**config.mk**
```make
export PLATFORM = sky130hd
export DESIGN_NAME = bxavg_ram
export DESIGN_NICKNAME = d
export VERILOG_FILES = /design/src/rtl/core/bxavg_ram.sv
export SDC_FILE = /design/constraint.sdc
export NUM_CORES = 1
export LEC_CHECK = 0
export ABC_AREA = 1
export BUFFER_PORTS_ARGS = -buffer_cell sky130_fd_sc_hd__buf_2
export CORE_MARGIN = 5
export CORE_UTILIZATION = 61
export DETAILED_ROUTE_END_ITERATION = 6
export PLACE_DENSITY = 0.79
export SLEW_MARGIN = 5
export SYNTH_ARGS = -nofsm -noshare
export SYNTH_HDL_FRONTEND = slang
export SYNTH_SLANG_ARGS = --single-unit
```
**constraint.sdc**
```tcl
create_clock -name clk -period 1.65 [get_ports clk]
set_input_delay 0.0825 -clock clk [delete_from_list [all_inputs] [get_ports clk]]
set_output_delay 0.0825 -clock clk [all_outputs]
set_load 0.1 [all_outputs]
```
**src/rtl/core/bxavg_ram.sv**
```systemverilog
// ----------------------------------------------------------------------------
// bxavg_ram
// Single-port synchronous RAM with registered read data.
// ----------------------------------------------------------------------------
module bxavg_ram #(
    parameter int WIDTH = 8,
    parameter int DEPTH = 16
) (
    input  logic                     clk,
    input  logic                     we,
    input  logic [$clog2(DEPTH)-1:0] addr,
    input  logic [WIDTH-1:0]         wdata,
    output logic [WIDTH-1:0]         rdata
);

    logic [WIDTH-1:0] mem [DEPTH];

    // write port and registered read
    always_ff @(posedge clk)
    begin
        if (we)
            mem[addr] <= wdata;
        rdata <= mem[addr];
    end

endmodule
```
==> impl_metrics.py, run 1 <==
metrics = {
    "sta": {
        "finalCritPeriodShare_pct": 84.71,
        "layout_min_cycle_time_ns": 1.398,
        "max_freq_ghz": 0.7155,
        "setup_viol": 0,
        "rsz0062_at_grt": "no",
        "maxSlewViolCount": 0,
        "tns_ns": 0,
        "tightest_slew_ns": 0.4989,
        "fin_ws_ns": 0.2523,
        "final_hold_viol_count": 0,
        "slew_headroom_pct": 66.97,
        "fin_skew_ns": 0.008275,
    },
    "worst_setup_path": {
        "critical_path_class": "reg -> out",
        "crit_path_max_incr_delay_ns": 0.44,
        "cp_num_buf_inv": 1,
        "critical-path-top-delay-family": "buffers and inverters",
        "end_kind": "primary output",
        "arrival_ns": 1.32,
        "crit_required_ns": 1.57,
        "start_kind": "flip-flop",
        "cp_max_fo": 1,
        "cp_slowest_cell": "buf_2",
        "crit_chain": "buf_2",
    },
    "cells_and_area": {
        "fin_area_sq_um": 6598,
        "layout_commonest_cell": "nand2_1",
        "diodes": 0,
        "nFillCells": 575,
        "regArea_sq_um": 4004,
        "drive_gt1_share_pct": 12.72,
        "area_delta_synth_final_pct": 17.96,
        "final_nets": 614,
        "multi_input_area_sq_um": 1386,
        "mostFrequentLayoutCells": "nand2_1 (346), edfxtp_1 (128), buf_4 (26), inv_1 (21), buf_2 (21)",
    },
    "placement": {
        "hpwl_um": 7758,
        "port_buffers": 21,
        "pre_cts_slack_ns": 0.2786,
        "place.gp.congestion": 1.023,
        "post_dp_cell_area_sq_um": 5916,
    },
    "floorplanning": {
        "ioPinCount": 22,
        "dieHeight_um": 105.8,
        "die_area_sq_um": 11180,
        "core_area_sq_um": 9109,
        "initial_utilization_pct": 61.40,
        "die_x_um": 105.8,
        "rows": 35,
    },
    "yosys": {
        "synth_nets": 562,
        "synth_area_sq_um": 5593,
        "synth_cell_type_count": 11,
        "synth_area_per_cell_sq_um": 10.21,
        "synthCells": 548,
        "ys_seq_area_share_pct": 71.59,
        "ys_ff_latch": 136,
        "yosys_warnings": 0,
    },
    "clock_tree": {
        "cts_tree": "yes",
        "clock_sink_count": 136,
        "cts_buffers": 17,
        "cts_buffer_depth": 2,
        "clk_latency_ns": 0.51,
        "cts_root_buf": "clkbuf_8",
        "clk_pin_slew_worst_paths_ns": 0.06,
        "cts_setup_buffers": 0,
        "cts_max_level": 4,
    },
    "worst_hold_path": {
        "hp-class": "in -> reg",
    },
    "global_routing": {
        "antenna_found_initial": 1,
        "grt_pass1_vias": 3792,
        "grt_use_total_pct": 24.04,
        "grt_max_degree": 40,
        "grt_pass1_wl_um": 19920,
        "grt_overflow": 0,
    },
    "pwr": {
        "ir_worst_vdd_uv": 786.2,
        "cellPowerDensity_nw_per_um2": 1271,
        "p_leak_nw": 2.887,
    },
    "detailed_routing": {
        "via_per_inst": 5.402,
        "wl_um": 12450,
        "num_vias": 3911,
        "dr.pass1.iters": 6,
        "avgRoutedWirePerCell_um": 17.19,
        "drt-initial-drc-count": 339,
        "drc": 0,
        "ant_nets": 0,
    },
    "outcome": {
        "status": "completed",
    },
    "flow_run": {
        "max-cap-violations": 0,
    },
}
-- state kept, by name (all words and copies together), names as in the netlist --
signal / cells
rdata: 8
mem: 128
-- cells in the mapped netlist (all sizes together) --
cell	n	area [sq um]
buf	18	105.1
clkbuf	3	11.26
clkinv	1	3.750
dfxtp	8	160.2
edfxtp	128	3844
inv	22	82.58
nand2	346	1299
nand3	4	20.02
nor2	18	67.56
-- worst paths after layout --
kind | from | end | slack (ns) | cells after the start
setup / recovery | rdata[2] | rdata[2] | 0.25 | 1
hold / removal | wdata[4] | mem[14][4] | 0.04 | 1
setup reg to reg | mem[12][5] | rdata[5] | 0.60 | 8
hold reg to reg | mem[8][2] | rdata[2] | 0.71 | 8
-- final cells by class --
type	count	area share, %
clock buffer	20	6.600
sequential	136	60.69
timing repair buffer	54	5.613
clock inverter	12	2.674
inverter	23	1.309
multi-input combinational	368	21.01
tap	111	2.105
-- per-stage QoR --
step	instances	power (mW)	hold slack (ns)	utilization, %
5_1_grt	724	8.645	0.01719	72.43
2_1_floorplan	548	4.388	0.1814	-
3_3_place_gp	685	4.577	0.5280	64.95
3_5_place_dp	685	4.584	0.5191	64.95
6_report	724	8.384	0.04222	72.43
4_1_cts	724	8.413	0.01908	72.43
-- report_power, final --
part,switching (mW),total (mW),internal [mW]
Combinational,0.501,0.647,0.146
Sequential,0.0254,3.89,3.86
Clock,1.35,3.85,2.49
-- metal layers --
metal | up-vias | GRT usage [%] | wire length [um] | share of wire (%)
met2 | 176 | 40.07 | 6338 | 51
met5 | - | 0 | 11 | 0.088
met3 | 28 | 6.185 | 881 | 7.1
met1 | 1849 | 30.00 | 4910 | 39
met4 | 2 | 9.991 | 305 | 2.5
li1 | 1856 | - | - | -
-- kinds of logic after synthesis --
group | Yosys count | synth area share (%)
buf+inv | 44 | 3.624
flops | 136 | 71.59
simple gates | 368 | 24.79
-- what timing repair did --
item	in CTS	in global routing
resized for setup	0	0
hold buffers	7	0
hold endpoints to repair	94	0
Power figures use the tool's default switching activity.
==> inputs of run 2 (changes only) <==
--- a/config.mk
+++ b/config.mk
@@ -8,9 +8,9 @@
 export ABC_AREA = 1
 export BUFFER_PORTS_ARGS = -buffer_cell sky130_fd_sc_hd__buf_2
 export CORE_MARGIN = 5
-export CORE_UTILIZATION = 61
+export CORE_UTILIZATION = 55
 export DETAILED_ROUTE_END_ITERATION = 6
-export PLACE_DENSITY = 0.79
+export PLACE_DENSITY = 0.75
 export SLEW_MARGIN = 5
 export SYNTH_ARGS = -nofsm -noshare
 export SYNTH_HDL_FRONTEND = slang
==> constraint.sdc (replaced) <==
create_clock -name clk -period 1.2 [get_ports clk]
set_input_delay 0.06 -clock clk [delete_from_list [all_inputs] [get_ports clk]]
set_output_delay 0.06 -clock clk [all_outputs]
set_load 0.1 [all_outputs]
==> run 2 against run 1 <==
  * Register-to-register slack worse by 0.40 ns
  * Total power is 36% higher
  * Non-clock buffer count is 6 lower
  * Global-route usage is 3.0 points lower
  * Sequential power is 38% higher
  * Critical path depth stayed put
  * Sequential cell count stayed put
  * Clock-buffer cell count is 5 higher
  * Critical path type unchanged
==> impl_metrics.py, run 2 (same netlist as run 1, synthesis figures left out) <==
metrics = {
    "cells_and_area": {
        "largestRegisters": "mem: 128 flops, rdata: 8 flops",
        "diodes": 0,
        "final_nets": 608,
        "area_delta_synth_final_pct": 21.72,
        "final_cells": 740,
        "nFillCells": 696,
        "mostFrequentLayoutCells": "nand2_1 (346), edfxtp_1 (128), inv_1 (21), clkbuf_16 (16)",
        "fin_area_sq_um": 6808,
        "layout_commonest_cell": "nand2_1",
        "largest_reg_flops": 128,
        "top_register": "mem",
        "drive_gt1_share_pct": 14.83,
    },
    "global_routing": {
        "grt_overflow": 0,
        "grt_pass1_vias": 3699,
        "grt_use_total_pct": 21.08,
        "grt_max_degree": 33,
        "antenna_found_initial": 0,
        "grt_pass1_wl_um": 19640,
    },
    "worst_setup_path": {
        "crit_required_ns": 1.14,
        "crit_path_max_incr_delay_ns": 0.37,
        "arrival_ns": 1.11,
        "end_kind": "primary output",
        "crit_chain": "buf_8",
        "cp_slowest_cell": "dfxtp_1",
        "cp_num_buf_inv": 1,
        "start_kind": "flip-flop",
        "critical_path_class": "reg -> out",
        "cp_max_fo": 1,
        "critical-path-top-delay-family": "flip-flops",
    },
    "detailed_routing": {
        "avgRoutedWirePerCell_um": 16.51,
        "wl_um": 12220,
        "via_per_inst": 5.072,
        "drc": 0,
        "drt-initial-drc-count": 302,
        "ant_nets": 0,
        "num_vias": 3753,
        "dr.pass1.iters": 5,
    },
    "sta": {
        "max_freq_ghz": 0.8513,
        "finalCritPeriodShare_pct": 97.89,
        "slew_headroom_pct": 73.63,
        "tns_ns": 0,
        "layout_min_cycle_time_ns": 1.175,
        "tightest_slew_ns": 0.3956,
        "fin_skew_ns": 0.009588,
        "maxSlewViolCount": 0,
        "final_hold_viol_count": 0,
        "fin_ws_ns": 0.02531,
        "setup_viol": 0,
    },
    "placement": {
        "pre_cts_slack_ns": -0.04935,
        "place.gp.congestion": 0.8809,
        "post_dp_cell_area_sq_um": 6098,
        "hpwl_um": 7741,
        "dp.cells": 700,
        "port_buffers": 21,
    },
    "floorplanning": {
        "dieHeight_um": 110.8,
        "core_area_sq_um": 9864,
        "ioPinCount": 22,
        "die_area_sq_um": 12290,
        "rows": 36,
        "die_x_um": 110.8,
        "initial_utilization_pct": 56.70,
    },
    "clock_tree": {
        "cts_tree": "yes",
        "cts_setup_buffers": 0,
        "cts_root_buf": "clkbuf_8",
        "clk_latency_ns": 0.53,
        "cts_buffers": 17,
        "cts_max_level": 4,
        "clock_sink_count": 136,
        "clk_pin_slew_worst_paths_ns": 0.06,
        "cts_buffer_depth": 2,
    },
    "outcome": {
        "status": "completed",
    },
    "flow_run": {
        "max-cap-violations": 0,
    },
    "pwr": {
        "total_power_mw": 11.38,
        "ir_worst_vdd_uv": 1085,
        "p_leak_nw": 2.863,
        "cellPowerDensity_nw_per_um2": 1671,
    },
    "worst_hold_path": {
        "hp-class": "in -> reg",
    },
}
## run 2: path summary, 6_finish.rpt
check / endpoint / from / slack, ns / depth (start not counted)
min: rdata[2] / addr[3] / 0.10 / 7
min reg2reg: rdata[2] / mem[7][2] / 0.73 / 8
max: rdata[7] / rdata[7] / 0.03 / 1
max reg2reg: rdata[1] / mem[4][1] / 0.20 / 8
## run 2: where the power goes
| group | leakage [nW] | total (mW) | internal (mW) | switching (mW) |
|---|---|---|---|---|
| registers | 1.22 | 5.35 | 5.31 | 0.0369 |
| clock network | 0.271 | 5.02 | 3.17 | 1.85 |
| logic | 1.37 | 1.00 | 0.276 | 0.728 |
## run 2: worst reg2reg max path, cell delays in order (launching register included)
cell and delay, ns:
edfxtp_1 0.38, nand2_1 0.08, nand2_1 0.06, nand2_1 0.06, nand2_1 0.05, nand2_1 0.07
nand2_1 0.08, inv_1 0.06, nand2_1 0.06
## run 2: metrics by stage
| step | hold slack [ns] | util [%] |
|---|---|---|
| detailed placement | 0.5090 | 61.82 |
| global route | 0.1167 | 69.01 |
| finish | 0.1033 | 69.01 |
| global placement | 0.5014 | 61.82 |
| CTS | 0.09066 | 68.78 |
| floorplan | 0.1589 | - |
## run 2: area by class of cell
cell class              instances  area, sq um  area share, %
clock buffers                  25        484.2          7.113
repair buffers                 48        440.4          6.469
multi-input cells             368         1531          22.50
inverters                      23        86.33          1.268
flip-flops and latches        136         4004          58.81
clock inverters                 7        95.09          1.397
well taps                     133        166.4          2.444
## run 2: metal layers
metal,up-vias,part of all wire [%],GRT usage [%]
met4,0,1.8,8.456
li1,1849,-,-
met2,127,47,30.83
met5,-,0,0
met1,1755,45,29.94
met3,22,7.0,5.950
## run 2: what timing repair did
item / CTS / global route
resized for setup: 10 / 6
gates cloned: 0 / 0
hold buffers: 8 / 0
endpoints found under the setup margin: 8 / 6
endpoints found under the hold margin: 128 / 0
==> inputs of run 3 (changes only) <==
--- a/config.mk
+++ b/config.mk
@@ -8,9 +8,9 @@
 export ABC_AREA = 1
 export BUFFER_PORTS_ARGS = -buffer_cell sky130_fd_sc_hd__buf_2
 export CORE_MARGIN = 5
-export CORE_UTILIZATION = 55
+export CORE_UTILIZATION = 65
 export DETAILED_ROUTE_END_ITERATION = 6
-export PLACE_DENSITY = 0.75
+export PLACE_DENSITY = 0.83
 export SLEW_MARGIN = 5
 export SYNTH_ARGS = -nofsm -noshare
 export SYNTH_HDL_FRONTEND = slang
==> constraint.sdc (replaced) <==
create_clock -name clk -period 1.5 [get_ports clk]
set_input_delay 0.075 -clock clk [delete_from_list [all_inputs] [get_ports clk]]
set_output_delay 0.075 -clock clk [all_outputs]
set_load 0.1 [all_outputs]
==> run 3 against run 2 <==
  * Cell count is 2.7% lower
  * Sequential power is 20% lower
  * Largest cell class unchanged
  * Cell area decreased by 3.8%
  * Register-to-register slack improved by 0.23 ns
  * Clock power is 24% lower
  * Global-route usage is 7.2 points higher
  * Non-clock buffer count is 8 higher
  * Total power shrank 22%
  * First-iteration DRC count grew 36%
  * Die area fell by 14%
  * Sequential share of layout area rose by 2.3 points
  * Largest power group unchanged
  * Via count rose by 8.0%
==> impl_metrics.py, run 3 (same netlist as run 1, synthesis figures left out) <==
metrics = {
    "detailed_routing": {
        "wl_um": 13520,
        "via_per_inst": 5.632,
        "avgRoutedWirePerCell_um": 18.78,
        "dr.pass1.iters": 6,
        "ant_nets": 0,
        "drc": 0,
        "num_vias": 4055,
        "drt-initial-drc-count": 410,
    },
    "worst_setup_path": {
        "critical_path_class": "reg -> out",
        "arrival_ns": 1.35,
        "cp_slowest_cell": "buf_2",
        "crit_chain": "buf_2",
        "end_kind": "primary output",
        "cp_max_fo": 1,
        "crit_required_ns": 1.42,
        "crit_path_max_incr_delay_ns": 0.45,
        "start_kind": "flip-flop",
        "critical-path-top-delay-family": "buffers and inverters",
        "cp_num_buf_inv": 1,
    },
    "clock_tree": {
        "clock_sink_count": 136,
        "cts_root_buf": "clkbuf_8",
        "cts_buffers": 17,
        "clk_latency_ns": 0.52,
        "clk_pin_slew_worst_paths_ns": 0.06,
        "cts_max_level": 4,
        "cts_buffer_depth": 2,
        "cts_setup_buffers": 0,
        "cts_tree": "yes",
    },
    "floorplanning": {
        "ioPinCount": 22,
        "dieHeight_um": 102.8,
        "initial_utilization_pct": 67.39,
        "die_area_sq_um": 10560,
        "rows": 33,
        "die_x_um": 102.8,
        "core_area_sq_um": 8299,
    },
    "outcome": {
        "status": "completed",
    },
    "pwr": {
        "total_power_mw": 8.821,
        "pwr-share-clk_pct": 43.1,
        "p_sw_mw": 2.203,
        "ir_worst_vdd_uv": 910.1,
        "p_int_mw": 6.617,
        "switching_share_pct": 24.98,
        "cellPowerDensity_nw_per_um2": 1346,
        "seqPwrFrac_pct": 48.5,
        "p_leak_nw": 2.855,
        "p_comb_share_pct": 8.4,
    },
    "sta": {
        "max_freq_ghz": 0.7030,
        "rsz0062_at_grt": "no",
        "final_hold_viol_count": 0,
        "finalCritPeriodShare_pct": 94.83,
        "tns_ns": 0,
        "maxSlewViolCount": 0,
        "slew_headroom_pct": 66.96,
        "layout_min_cycle_time_ns": 1.423,
        "setup_viol": 0,
        "tightest_slew_ns": 0.4990,
        "fin_skew_ns": 0.007195,
    },
    "placement": {
        "hpwl_um": 7441,
        "port_buffers": 21,
        "place.gp.congestion": 1.002,
    },
    "global_routing": {
        "grt_pass1_vias": 4022,
        "grt_overflow": 0,
        "antenna_found_initial": 1,
        "grt_max_degree": 33,
        "grt_pass1_wl_um": 21300,
        "grt_use_total_pct": 28.30,
    },
    "cells_and_area": {
        "drive_gt1_share_pct": 13.01,
        "top_register": "mem",
        "mostFrequentLayoutCells": "nand2_1 (346), edfxtp_1 (128), buf_4 (26), inv_1 (21), buf_2 (21)",
        "largest_reg_flops": 128,
        "area_delta_synth_final_pct": 17.14,
        "diodes": 0,
        "layout_commonest_cell": "nand2_1",
        "largestRegisters": "mem: 128 flops, rdata: 8 flops",
        "final_nets": 616,
    },
    "worst_hold_path": {
        "hp-class": "in -> reg",
    },
    "flow_run": {
        "max-cap-violations": 0,
    },
}
## run 3: repair_timing
| action | in CTS | in global routing |
|---|---|---|
| hold buffers | 8 | 0 |
| hold endpoints to repair | 125 | 0 |
| resized for setup | 0 | 0 |
## run 3: through the flow
step                      std cells  setup slack (ns)  utilization (%)  hold slack, ns  instance area [sq um]
final                           720           0.07749            78.94          0.1498                   6551
after floorplan                 548           0.04782                -          0.1739                   5593
after global placement          680            0.2739            71.43          0.4948                   5928
after detailed placement        680            0.2218            71.43          0.5049                   5928
after global routing            720           0.05097            78.94          0.1819                   6551
after CTS                       720           0.09045            78.94          0.1427                   6551
## run 3: power by group through the flow
stage,Combinational [mW],Clock [mW],Sequential (mW)
2_1_floorplan,0.293,0,4.53
3_3_place_gp,0.681,0,4.35
3_5_place_dp,0.694,0,4.35
4_1_cts,0.729,3.79,4.28
5_1_grt,0.800,4.01,4.28
6_report,0.744,3.80,4.28
## run 3: per-layer routing
metal	wire, um	global-route usage [%]	share of wire [%]
met1	4774	34.43	35
met2	6839	47.52	51
met3	1291	7.240	9.5
met4	602	13.65	4.5
met5	14	0	0.10
## run 3: final timing paths
kind         startpoint       end  slack, ns  cells after the start
max reg2reg  mem[14][5]  rdata[5]       0.43                      8
max            rdata[4]  rdata[4]       0.08                      1
min             addr[2]  rdata[1]       0.15                      7
min reg2reg   mem[8][1]  rdata[1]       0.71                      8
## run 3: cell type report
class / count / area (sq um)
repair buffers: 56 / 400.4
inverters: 23 / 86.33
clock buffers: 18 / 417.9
fillers: 455 / 1748
well taps: 105 / 131.4
clock inverters: 14 / 125.1
multi-input cells: 368 / 1386
flip-flops and latches: 136 / 4004
